--- src/rtl/swm_pkg.sv ---
package swm_pkg;

  localparam int WINDOW_MAX  = 64;
  localparam int SAMPLE_BITS = 16;
  localparam int CFG_BITS    = 7;

  localparam int QA = (WINDOW_MAX > 1) ? $clog2(WINDOW_MAX) : 1;
  localparam int CW = $clog2(WINDOW_MAX + 1);
  localparam int PW = $clog2(2 * WINDOW_MAX);

  typedef logic [QA-1:0]                 qptr_t;
  typedef logic [CW-1:0]                 cnt_t;
  typedef logic [PW-1:0]                 pos_t;
  typedef logic signed [SAMPLE_BITS-1:0] sample_t;

  typedef struct packed {
    logic load;   // take in_sample / in_first, restart on first
    logic pop;    // remove tail entry
    logic push;   // append held sample at tail
    logic drop;   // remove front entry
    logic emit;   // front value to output register
    logic adv;    // advance stream position
  } swm_cmd_t;

  typedef struct packed {
    logic back_lt;   // queue not empty and tail value below held sample
    logic seen_lt;   // window not yet filled
    logic stale;     // front entry outside a shrunk window
    logic last_age;  // front entry leaves with this result
    logic out_free;  // output register can take a result
  } swm_stat_t;

  function automatic qptr_t ptr_inc(qptr_t p);
    return (p == qptr_t'(WINDOW_MAX - 1)) ? '0 : qptr_t'(p + 1'b1);
  endfunction

  function automatic qptr_t ptr_dec(qptr_t p);
    return (p == '0) ? qptr_t'(WINDOW_MAX - 1) : qptr_t'(p - 1'b1);
  endfunction

  function automatic pos_t pos_inc(pos_t p);
    return (p == pos_t'(2 * WINDOW_MAX - 1)) ? '0 : pos_t'(p + 1'b1);
  endfunction

  // distance from entry position p to current position, modulo 2*WINDOW_MAX
  function automatic pos_t pos_age(pos_t cur, pos_t p);
    logic [PW:0] t;
    t = {1'b0, cur} + (PW+1)'(2 * WINDOW_MAX) - {1'b0, p};
    return (cur >= p) ? pos_t'(cur - p) : pos_t'(t);
  endfunction

endpackage

--- src/rtl/sliding_window_maximum.sv ---
// Sliding window maximum over the last window_size signed samples.
// Input channel: in_valid / in_stall with in_sample and in_first. A transfer
// with in_first high empties the window and restarts the stream at that sample.
// Output channel: out_valid / out_stall with out_window_max, one result per
// sample once the window has filled, none before.
// Config channel: cfg_valid / cfg_ready with cfg_window_size; cfg_ready is
// always high. Write it only while the block is idle. 0 acts as 1, values
// above the queue depth act as the depth.
// Timing: one sample at a time. After a transfer the block waits on the tail
// read, pops each smaller entry from the queue tail, pushes the sample, waits
// on the front read, drops each stale front entry after a window shrink and
// then emits any result; every queue step waits on the registered read of the
// queue memory.
// The result sits in an output register; if it is still stalled when the next
// result is ready, the block holds that result and stalls its input.
// Reset (rst_n low, synchronous) empties the queue, clears the counters and
// sets window_size to 1. No clearing pass is needed.
module sliding_window_maximum import swm_pkg::*; (
  input  logic                   clk,
  input  logic                   rst_n,
  input  logic                   in_valid,
  output logic                   in_stall,
  input  logic [SAMPLE_BITS-1:0] in_sample,
  input  logic                   in_first,
  output logic                   out_valid,
  input  logic                   out_stall,
  output logic [SAMPLE_BITS-1:0] out_window_max,
  input  logic                   cfg_valid,
  output logic                   cfg_ready,
  input  logic [CFG_BITS-1:0]    cfg_window_size
);

  swm_cmd_t  cmd;
  swm_stat_t stat;

  assign cfg_ready = 1'b1;

  swm_ctrl u_ctrl (
    .clk      (clk),
    .rst_n    (rst_n),
    .in_valid (in_valid),
    .in_stall (in_stall),
    .stat     (stat),
    .cmd      (cmd)
  );

  swm_dp u_dp (
    .clk             (clk),
    .rst_n           (rst_n),
    .in_sample       (in_sample),
    .in_first        (in_first),
    .cfg_valid       (cfg_valid && cfg_ready),
    .cfg_window_size (cfg_window_size),
    .out_valid       (out_valid),
    .out_stall       (out_stall),
    .out_window_max  (out_window_max),
    .cmd             (cmd),
    .stat            (stat)
  );

  a_busy_after_accept: assert property (@(posedge clk) disable iff (!rst_n)
    in_valid && !in_stall |=> in_stall)
    else $error("input taken again right after a transfer");

  a_one_queue_op: assert property (@(posedge clk) disable iff (!rst_n)
    $onehot0({cmd.load, cmd.pop, cmd.push, cmd.emit}))
    else $error("conflicting queue commands");

  a_emit_into_free: assert property (@(posedge clk) disable iff (!rst_n)
    cmd.emit |-> (!out_valid || !out_stall))
    else $error("result overwrote a stalled result");

  a_emit_shows: assert property (@(posedge clk) disable iff (!rst_n)
    cmd.emit |=> out_valid)
    else $error("emitted result not presented");

endmodule

--- src/rtl/swm_ctrl.sv ---
module swm_ctrl import swm_pkg::*; (
  input  logic      clk,
  input  logic      rst_n,
  input  logic      in_valid,
  output logic      in_stall,
  input  swm_stat_t stat,
  output swm_cmd_t  cmd
);

  localparam logic [2:0] S_IDLE   = 3'd0;
  localparam logic [2:0] S_WAITB  = 3'd1;
  localparam logic [2:0] S_POPCHK = 3'd2;
  localparam logic [2:0] S_WAITF  = 3'd3;
  localparam logic [2:0] S_FRCHK  = 3'd4;

  logic [2:0] state_r, state_nxt;

  assign in_stall = (state_r != S_IDLE);

  always_comb begin
    state_nxt = state_r;
    cmd       = '0;
    unique case (state_r)
      S_IDLE: begin
        if (in_valid) begin
          cmd.load  = 1'b1;
          state_nxt = S_WAITB;
        end
      end
      // registered memory read of the tail entry settles here
      S_WAITB: state_nxt = S_POPCHK;
      S_POPCHK: begin
        if (stat.back_lt) begin
          cmd.pop   = 1'b1;
          state_nxt = S_WAITB;
        end else begin
          cmd.push  = 1'b1;
          state_nxt = S_WAITF;
        end
      end
      S_WAITF: state_nxt = S_FRCHK;
      S_FRCHK: begin
        priority if (stat.seen_lt) begin
          cmd.adv   = 1'b1;
          state_nxt = S_IDLE;
        end else if (stat.stale) begin
          cmd.drop  = 1'b1;
          state_nxt = S_WAITF;
        end else if (stat.out_free) begin
          cmd.emit  = 1'b1;
          cmd.drop  = stat.last_age;
          cmd.adv   = 1'b1;
          state_nxt = S_IDLE;
        end else begin
          // result register still stalled
          state_nxt = S_FRCHK;
        end
      end
      default: state_nxt = S_IDLE;
    endcase
  end

  always_ff @(posedge clk) begin
    if (!rst_n) begin
      state_r <= S_IDLE;
    end else begin
      state_r <= state_nxt;
    end
  end

endmodule

--- src/rtl/swm_dp.sv ---
module swm_dp import swm_pkg::*; (
  input  logic                   clk,
  input  logic                   rst_n,
  input  logic [SAMPLE_BITS-1:0] in_sample,
  input  logic                   in_first,
  input  logic                   cfg_valid,
  input  logic [CFG_BITS-1:0]    cfg_window_size,
  output logic                   out_valid,
  input  logic                   out_stall,
  output logic [SAMPLE_BITS-1:0] out_window_max,
  input  swm_cmd_t               cmd,
  output swm_stat_t              stat
);

  logic [SAMPLE_BITS-1:0] val_mem [WINDOW_MAX];
  pos_t                   pos_mem [WINDOW_MAX];

  logic [CFG_BITS-1:0] cfg_r;
  sample_t             sample_r;
  qptr_t               head_r, head_nxt;
  qptr_t               tail_r, tail_nxt;
  cnt_t                count_r, count_nxt;
  pos_t                pos_r, pos_nxt;
  cnt_t                seen_r, seen_nxt;
  sample_t             back_q;
  logic [SAMPLE_BITS-1:0] front_val_q;
  pos_t                front_pos_q;
  logic                out_valid_r;
  logic [SAMPLE_BITS-1:0] out_data_r;

  cnt_t k;
  pos_t age;

  always_comb begin
    if (cfg_r == '0) begin
      k = cnt_t'(1);
    end else if (int'(cfg_r) > WINDOW_MAX) begin
      k = cnt_t'(WINDOW_MAX);
    end else begin
      k = cnt_t'(cfg_r);
    end
  end

  assign age = pos_age(pos_r, front_pos_q);

  assign stat.back_lt  = (count_r != '0) && (back_q < sample_r);
  assign stat.seen_lt  = (seen_r < k);
  assign stat.stale    = (count_r > cnt_t'(1)) && (age >= pos_t'(k));
  assign stat.last_age = (age == pos_t'(k - 1'b1));
  assign stat.out_free = !out_valid_r || !out_stall;

  always_comb begin
    head_nxt  = head_r;
    tail_nxt  = tail_r;
    count_nxt = count_r;
    pos_nxt   = pos_r;
    seen_nxt  = seen_r;
    if (cmd.load && in_first) begin
      head_nxt  = '0;
      tail_nxt  = '0;
      count_nxt = '0;
      pos_nxt   = '0;
      seen_nxt  = '0;
    end
    if (cmd.pop) begin
      tail_nxt  = ptr_dec(tail_r);
      count_nxt = cnt_t'(count_r - 1'b1);
    end
    if (cmd.push) begin
      tail_nxt = ptr_inc(tail_r);
      // full queue: oldest entry makes room
      if (count_r == cnt_t'(WINDOW_MAX)) begin
        head_nxt = ptr_inc(head_r);
      end else begin
        count_nxt = cnt_t'(count_r + 1'b1);
      end
      if (seen_r < k) begin
        seen_nxt = cnt_t'(seen_r + 1'b1);
      end
    end
    if (cmd.drop && (count_r != '0)) begin
      head_nxt  = ptr_inc(head_r);
      count_nxt = cnt_t'(count_r - 1'b1);
    end
    if (cmd.adv) begin
      pos_nxt = pos_inc(pos_r);
    end
  end

  always_ff @(posedge clk) begin
    if (!rst_n) begin
      cfg_r       <= CFG_BITS'(1);
      head_r      <= '0;
      tail_r      <= '0;
      count_r     <= '0;
      pos_r       <= '0;
      seen_r      <= '0;
      out_valid_r <= 1'b0;
    end else begin
      if (cfg_valid) begin
        cfg_r <= cfg_window_size;
      end
      head_r  <= head_nxt;
      tail_r  <= tail_nxt;
      count_r <= count_nxt;
      pos_r   <= pos_nxt;
      seen_r  <= seen_nxt;
      if (cmd.emit) begin
        out_valid_r <= 1'b1;
      end else if (!out_stall) begin
        out_valid_r <= 1'b0;
      end
    end
  end

  always_ff @(posedge clk) begin
    if (cmd.load) begin
      sample_r <= sample_t'(in_sample);
    end
    if (cmd.emit) begin
      out_data_r <= front_val_q;
    end
  end

  // queue storage: one write port at the tail, reads at tail-1 and head
  always_ff @(posedge clk) begin
    if (cmd.push) begin
      val_mem[tail_r] <= sample_r;
      pos_mem[tail_r] <= pos_r;
    end
    back_q      <= sample_t'(val_mem[ptr_dec(tail_r)]);
    front_val_q <= val_mem[head_r];
    front_pos_q <= pos_mem[head_r];
  end

  assign out_valid      = out_valid_r;
  assign out_window_max = out_data_r;

endmodule
--- config.mk ---
export PLATFORM = sky130hd
export DESIGN_NAME = sliding_window_maximum
export DESIGN_NICKNAME = d
export VERILOG_FILES = /design/src/rtl/swm_pkg.sv /design/src/rtl/sliding_window_maximum.sv /design/src/rtl/swm_ctrl.sv /design/src/rtl/swm_dp.sv
export SDC_FILE = /design/constraint.sdc
export NUM_CORES = 2
export LEC_CHECK = 0
export BUFFER_PORTS_ARGS = -buffer_cell sky130_fd_sc_hd__buf_2
export CELL_PAD_IN_SITES_DETAIL_PLACEMENT = 0
export CELL_PAD_IN_SITES_GLOBAL_PLACEMENT = 1
export CORE_MARGIN = 5
export CORE_UTILIZATION = 55
export DETAILED_ROUTE_END_ITERATION = 16
export PLACE_DENSITY_LB_ADDON = 0.1
export SLEW_MARGIN = 30
export SYNTH_ARGS = -nofsm -noshare
export SYNTH_HDL_FRONTEND = slang
export SYNTH_SLANG_ARGS = --single-unit
--- constraint.sdc ---
create_clock -name clk -period 15.6 [get_ports clk]
set_input_delay 3.12 -clock clk [delete_from_list [all_inputs] [get_ports clk]]
set_output_delay 3.12 -clock clk [all_outputs]
set_load 0.1 [all_outputs]
==> impl_metrics.csv <==
group,metric,value,unit
run_status,run_status,"finished clean",
place,dp_cells,5031,
worst_setup_path,critical-path-slowest-cell,"nor2_4",
cells_and_area,fin_cells,5347,
pwr,p_int,0.006997,W
worst_setup_path,cp_max_fo,65,
timing,slew_headroom,30.28,%
worst_setup_path,crit_arrival,6.03,ns
worst_setup_path,start_kind,"flip-flop",
worst_setup_path,end_kind,"flip-flop",
worst_setup_path,cpLargestDelayFamily,"simple AND/OR/NAND/NOR gates",
cells_and_area,multi_input_area,0.02281,mm^2
clock_network,clk-insertion-delay-late,0.80,ns
cells_and_area,design_area,0.07917,mm^2
timing,hold_ws,0.4029,ns
timing,setup_violations,0,
routing,via_count,38170,
logic_synthesis,synth.avg_cell_area,20.38,um^2
pwr,p_sw,0.001933,W
clock_network,cts_tree,"yes",
floorplan,die_h,367.3,um
logic_synthesis,synth.top_cell.area_share,64.34,%
pwr,p_leak,24.18,nW
routing,drt_iter0_drc,5041,
global_routing,grtUsageTotal,28.96,%
pwr,sw_frac_of_total,21.65,%
cells_and_area,regArea,0.04685,mm^2
logic_synthesis,synth_cells,3444,
timing,min_period,5.616,ns
worst_setup_path,cp_cell_sequence,"buf_4 -> inv_1 -> ha_1 -> o21a_1 -> nor2_1 -> o31ai_1 -> a2111o_1 -> nand3_1 -> nor3b_1 -> nand2_1 -> nor2_4",
routing,post-route-drc-count,0,
logic_synthesis,syn-num-nets,3520,
logic_synthesis,async_reset_ff_share,0,%
timing,finalSetupTns,0,ns
global_routing,grt_pass1_vias,38060,
timing,fmax,178.1,MHz
global_routing,grt_pass1_wl,279.3,mm
min_path,hp-class,"reg -> reg",
cells_and_area,final_nets,3616,
timing,fin_ws,9.984,ns
worst_setup_path,cp_num_buf_inv,2,
logic_synthesis,syn_area,0.07020,mm^2
timing,rsz0062_at_grt,"false",
cells_and_area,layout-drive-gt1-share,34.90,%
routing,ant_nets,0,
floorplan,row_count,131,
clock_network,cts_buffers,164,
logic_synthesis,synth.area.top_cells,"edfxtp_1 (64%), mux4_2 (24%), dfxtp_1 (2.4%)",
clock_network,max-clock-path-buffers,3,
place,post-place-ws,9.967,ns
routing,vias_per_cell,7.139,
floorplan,core,0.1272,mm^2
clock_network,clk_pin_slew,0.06,ns
pwr,combPwrFrac,4.6,%
pwr,seqPwrFrac,52.7,%
worst_setup_path,crit_path_max_incr_delay,0.89,ns
cells_and_area,final.fill_count,8714,
logic_synthesis,yosysSeqAreaShare,66.70,%
global_routing,overflow,0,
logic_synthesis,ys_ff_latch,1587,
clock_network,cts_max_level,4,
clock_network,cts.sinks,1587,
cells_and_area,area_growth,12.78,%
timing,period_share,36.00,%
routing,wl_per_cell,36.18,um
worst_setup_path,cp.required,16.01,ns
timing,tightest_slew,1.040,ns
logic_synthesis,yosys.cell_types.count,74,
clock_network,cts_setup_buffers,0,
floorplan,pin_count,48,
logic_synthesis,yosysWarningCount,0,
routing,dr.pass1.iters,5,
timing,fin_skew,0.02904,ns
job,cap_violations,0,
timing,drv_slew,0,
worst_setup_path,r2r_slack,9.98,ns
timing,hold_viol_final,0,
worst_setup_path,path_class,"reg -> reg",
place,place_area,0.07378,mm^2
floorplan,die_width,367.3,um
floorplan,initial_core_util,55.19,%
place,hpwl,119.0,mm
global_routing,grt_antenna_before_repair,11,
clock_network,hold_buffers,0,
clock_network,clockRootBuffer,"clkbuf_16",
clock_network,ctsResizeCount,0,
global_routing,grt_max_degree,125,
logic_synthesis,synth-edff-count,1504,
pwr,peakVddDrop,0.09524,mV
pwr,clkPwrFrac,42.7,%
logic_synthesis,yosysTopAreaCell,"edfxtp_1",
floorplan,dieArea,0.1349,mm^2
place,portBuffers,46,
logic_synthesis,ys.flop_type,"edfxtp_1",
pwr,power_density,112.8,mW/mm^2
routing,wirelength,193.5,mm
place,place.gp.congestion,0.8417,
==> metrics by stage <==
stage	power, W	utilization, %
6_report	0.008931	62.24
5_1_grt	0.009211	62.23
4_1_cts	0.008989	62.13
3_5_place_dp	0.005203	58.01
3_3_place_gp	0.005193	57.19
2_1_floorplan	0.005040	-
==> power groups by stage <==
stage	Clock, W	Combinational [W]	Sequential (W)
2_1_floorplan	0	0.000228	0.00481
3_3_place_gp	0	0.000397	0.00480
3_5_place_dp	0	0.000407	0.00480
4_1_cts	0.00387	0.000409	0.00471
5_1_grt	0.00407	0.000436	0.00471
6_report	0.00381	0.000412	0.00471
==> state kept, by name, summed over array words and instances, names as in the netlist <==
signal / cells
u_ctrl.state_r: 3
u_dp.out_window_max: 16
u_dp.cfg_r: 7
u_dp.seen_r: 7
u_dp.val_mem: 1024
u_dp.out_valid: 1
u_dp.pos_r: 7
u_dp.count_r: 7
u_dp.sample_r: 16
u_dp.front_val_q: 16
u_dp.head_r: 6
u_dp.pos_mem: 448
u_dp.front_pos_q: 7
u_dp.tail_r: 6
u_dp.back_q: 16
==> cells by family (layout without fill, tap and decap cells) <==
group	Yosys count	count (layout)	synth area share [%]
DFF	1587	1587	66.70
muxes	849	849	25.34
and+or+nand+nor	395	395	2.784
AOI/OAI and AO/OA	278	278	2.608
buffers and inverters	276	511	1.574
adders and majority gates	47	47	0.8484
xor gates and xnor gates	11	11	0.1373
other	1	7	0.005342
==> area by class of cell <==
cell class	count	area share, %
Timing Repair Buffer	170	2.571
Clock buffer	220	5.538
Inverter	36	0.1707
Clock inverter	85	1.083
Sequential cell	1587	59.18
Tap cell	1662	2.627
Multi-Input combinational cell	1581	28.81
Antenna cell	6	0.01897
==> cell usage after synthesis (3+ instances only) <==
cell type / n
o22ai_1: 6
nor3b_1: 6
a21o_1: 11
ha_1: 46
or2_2: 4
buf_4: 3
nor2_1: 112
a32oi_1: 3
or4_1: 6
o21ai_0: 59
a21oi_1: 72
a211o_1: 5
buf_2: 28
and2_1: 8
nand2b_1: 8
nand3b_1: 6
o21a_1: 5
inv_1: 35
dfxtp_1: 83
xor2_1: 8
nand4_1: 12
a22oi_1: 18
o31a_1: 3
nor2b_1: 42
and3_1: 10
o31ai_1: 6
mux2_2: 34
nand4b_1: 3
nand3_1: 39
or3_1: 12
a31oi_1: 8
mux4_2: 739
clkbuf_1: 153
o221ai_1: 21
buf_6: 3
xnor2_1: 3
a211oi_1: 37
nor4b_1: 3
nor3_1: 26
mux2i_1: 76
edfxtp_1: 1504
nand2_1: 88
buf_1: 53
==> final timing paths <==
kind	from	to	cells past startpoint
min	u_dp.front_val_q[12]$_DFF_P_	u_dp.out_window_max[12]$_DFFE_PP_	0
max reg2reg	u_dp.sample_r[2]$_DFFE_PP_	u_dp.val_mem[46][14]$_DFFE_PP_	11
max	u_dp.sample_r[2]$_DFFE_PP_	u_dp.val_mem[46][14]$_DFFE_PP_	11
min reg2reg	u_dp.front_val_q[12]$_DFF_P_	u_dp.out_window_max[12]$_DFFE_PP_	0
==> placed cells by master, fill, tap and decap left out, types with 9 or more instances in the layout <==
master | synthesis | routed
buf_4 | 3 | 77
mux2i_1 | 76 | 76
clkinv_1 | 0 | 20
inv_1 | 35 | 35
bufinv_16 | 0 | 11
ha_1 | 46 | 45
o221ai_1 | 21 | 21
or3_1 | 12 | 12
mux4_2 | 739 | 739
nand4_1 | 12 | 12
buf_16 | 0 | 40
o21ai_0 | 59 | 57
clkbuf_16 | 0 | 164
nor2_1 | 112 | 54
clkinv_2 | 0 | 29
clkbuf_1 | 153 | 49
nand2_1 | 88 | 86
a22oi_1 | 18 | 18
nor3_1 | 26 | 20
nand3_1 | 39 | 37
dfxtp_1 | 83 | 70
buf_2 | 28 | 46
a211oi_1 | 37 | 37
a21o_1 | 11 | 11
nor2b_1 | 42 | 41
edfxtp_1 | 1504 | 1504
nor2_4 | 0 | 57
a21oi_1 | 72 | 71
mux2_2 | 34 | 34
and3_1 | 10 | 9
==> worst reg2reg max path: stages (launching register included) <==
cell and delay [ns]:
edfxtp_1 0.33, buf_4 0.58, inv_1 0.18, ha_1 0.30
o21a_1 0.12, nor2_1 0.04, o31ai_1 0.40, a2111o_1 0.33
nand3_1 0.58, nor3b_1 0.80, nand2_1 0.63, nor2_4 0.90
==> layer usage <==
metal,vias up,wire length (um),global-route usage (%)
li1,15020,-,-
met1,20370,72830,40.33
met2,2456,93850,46.08
met3,313,19610,6.355
met4,6,7125,10.30
met5,-,48,0
Power figures use the tool's default switching activity.
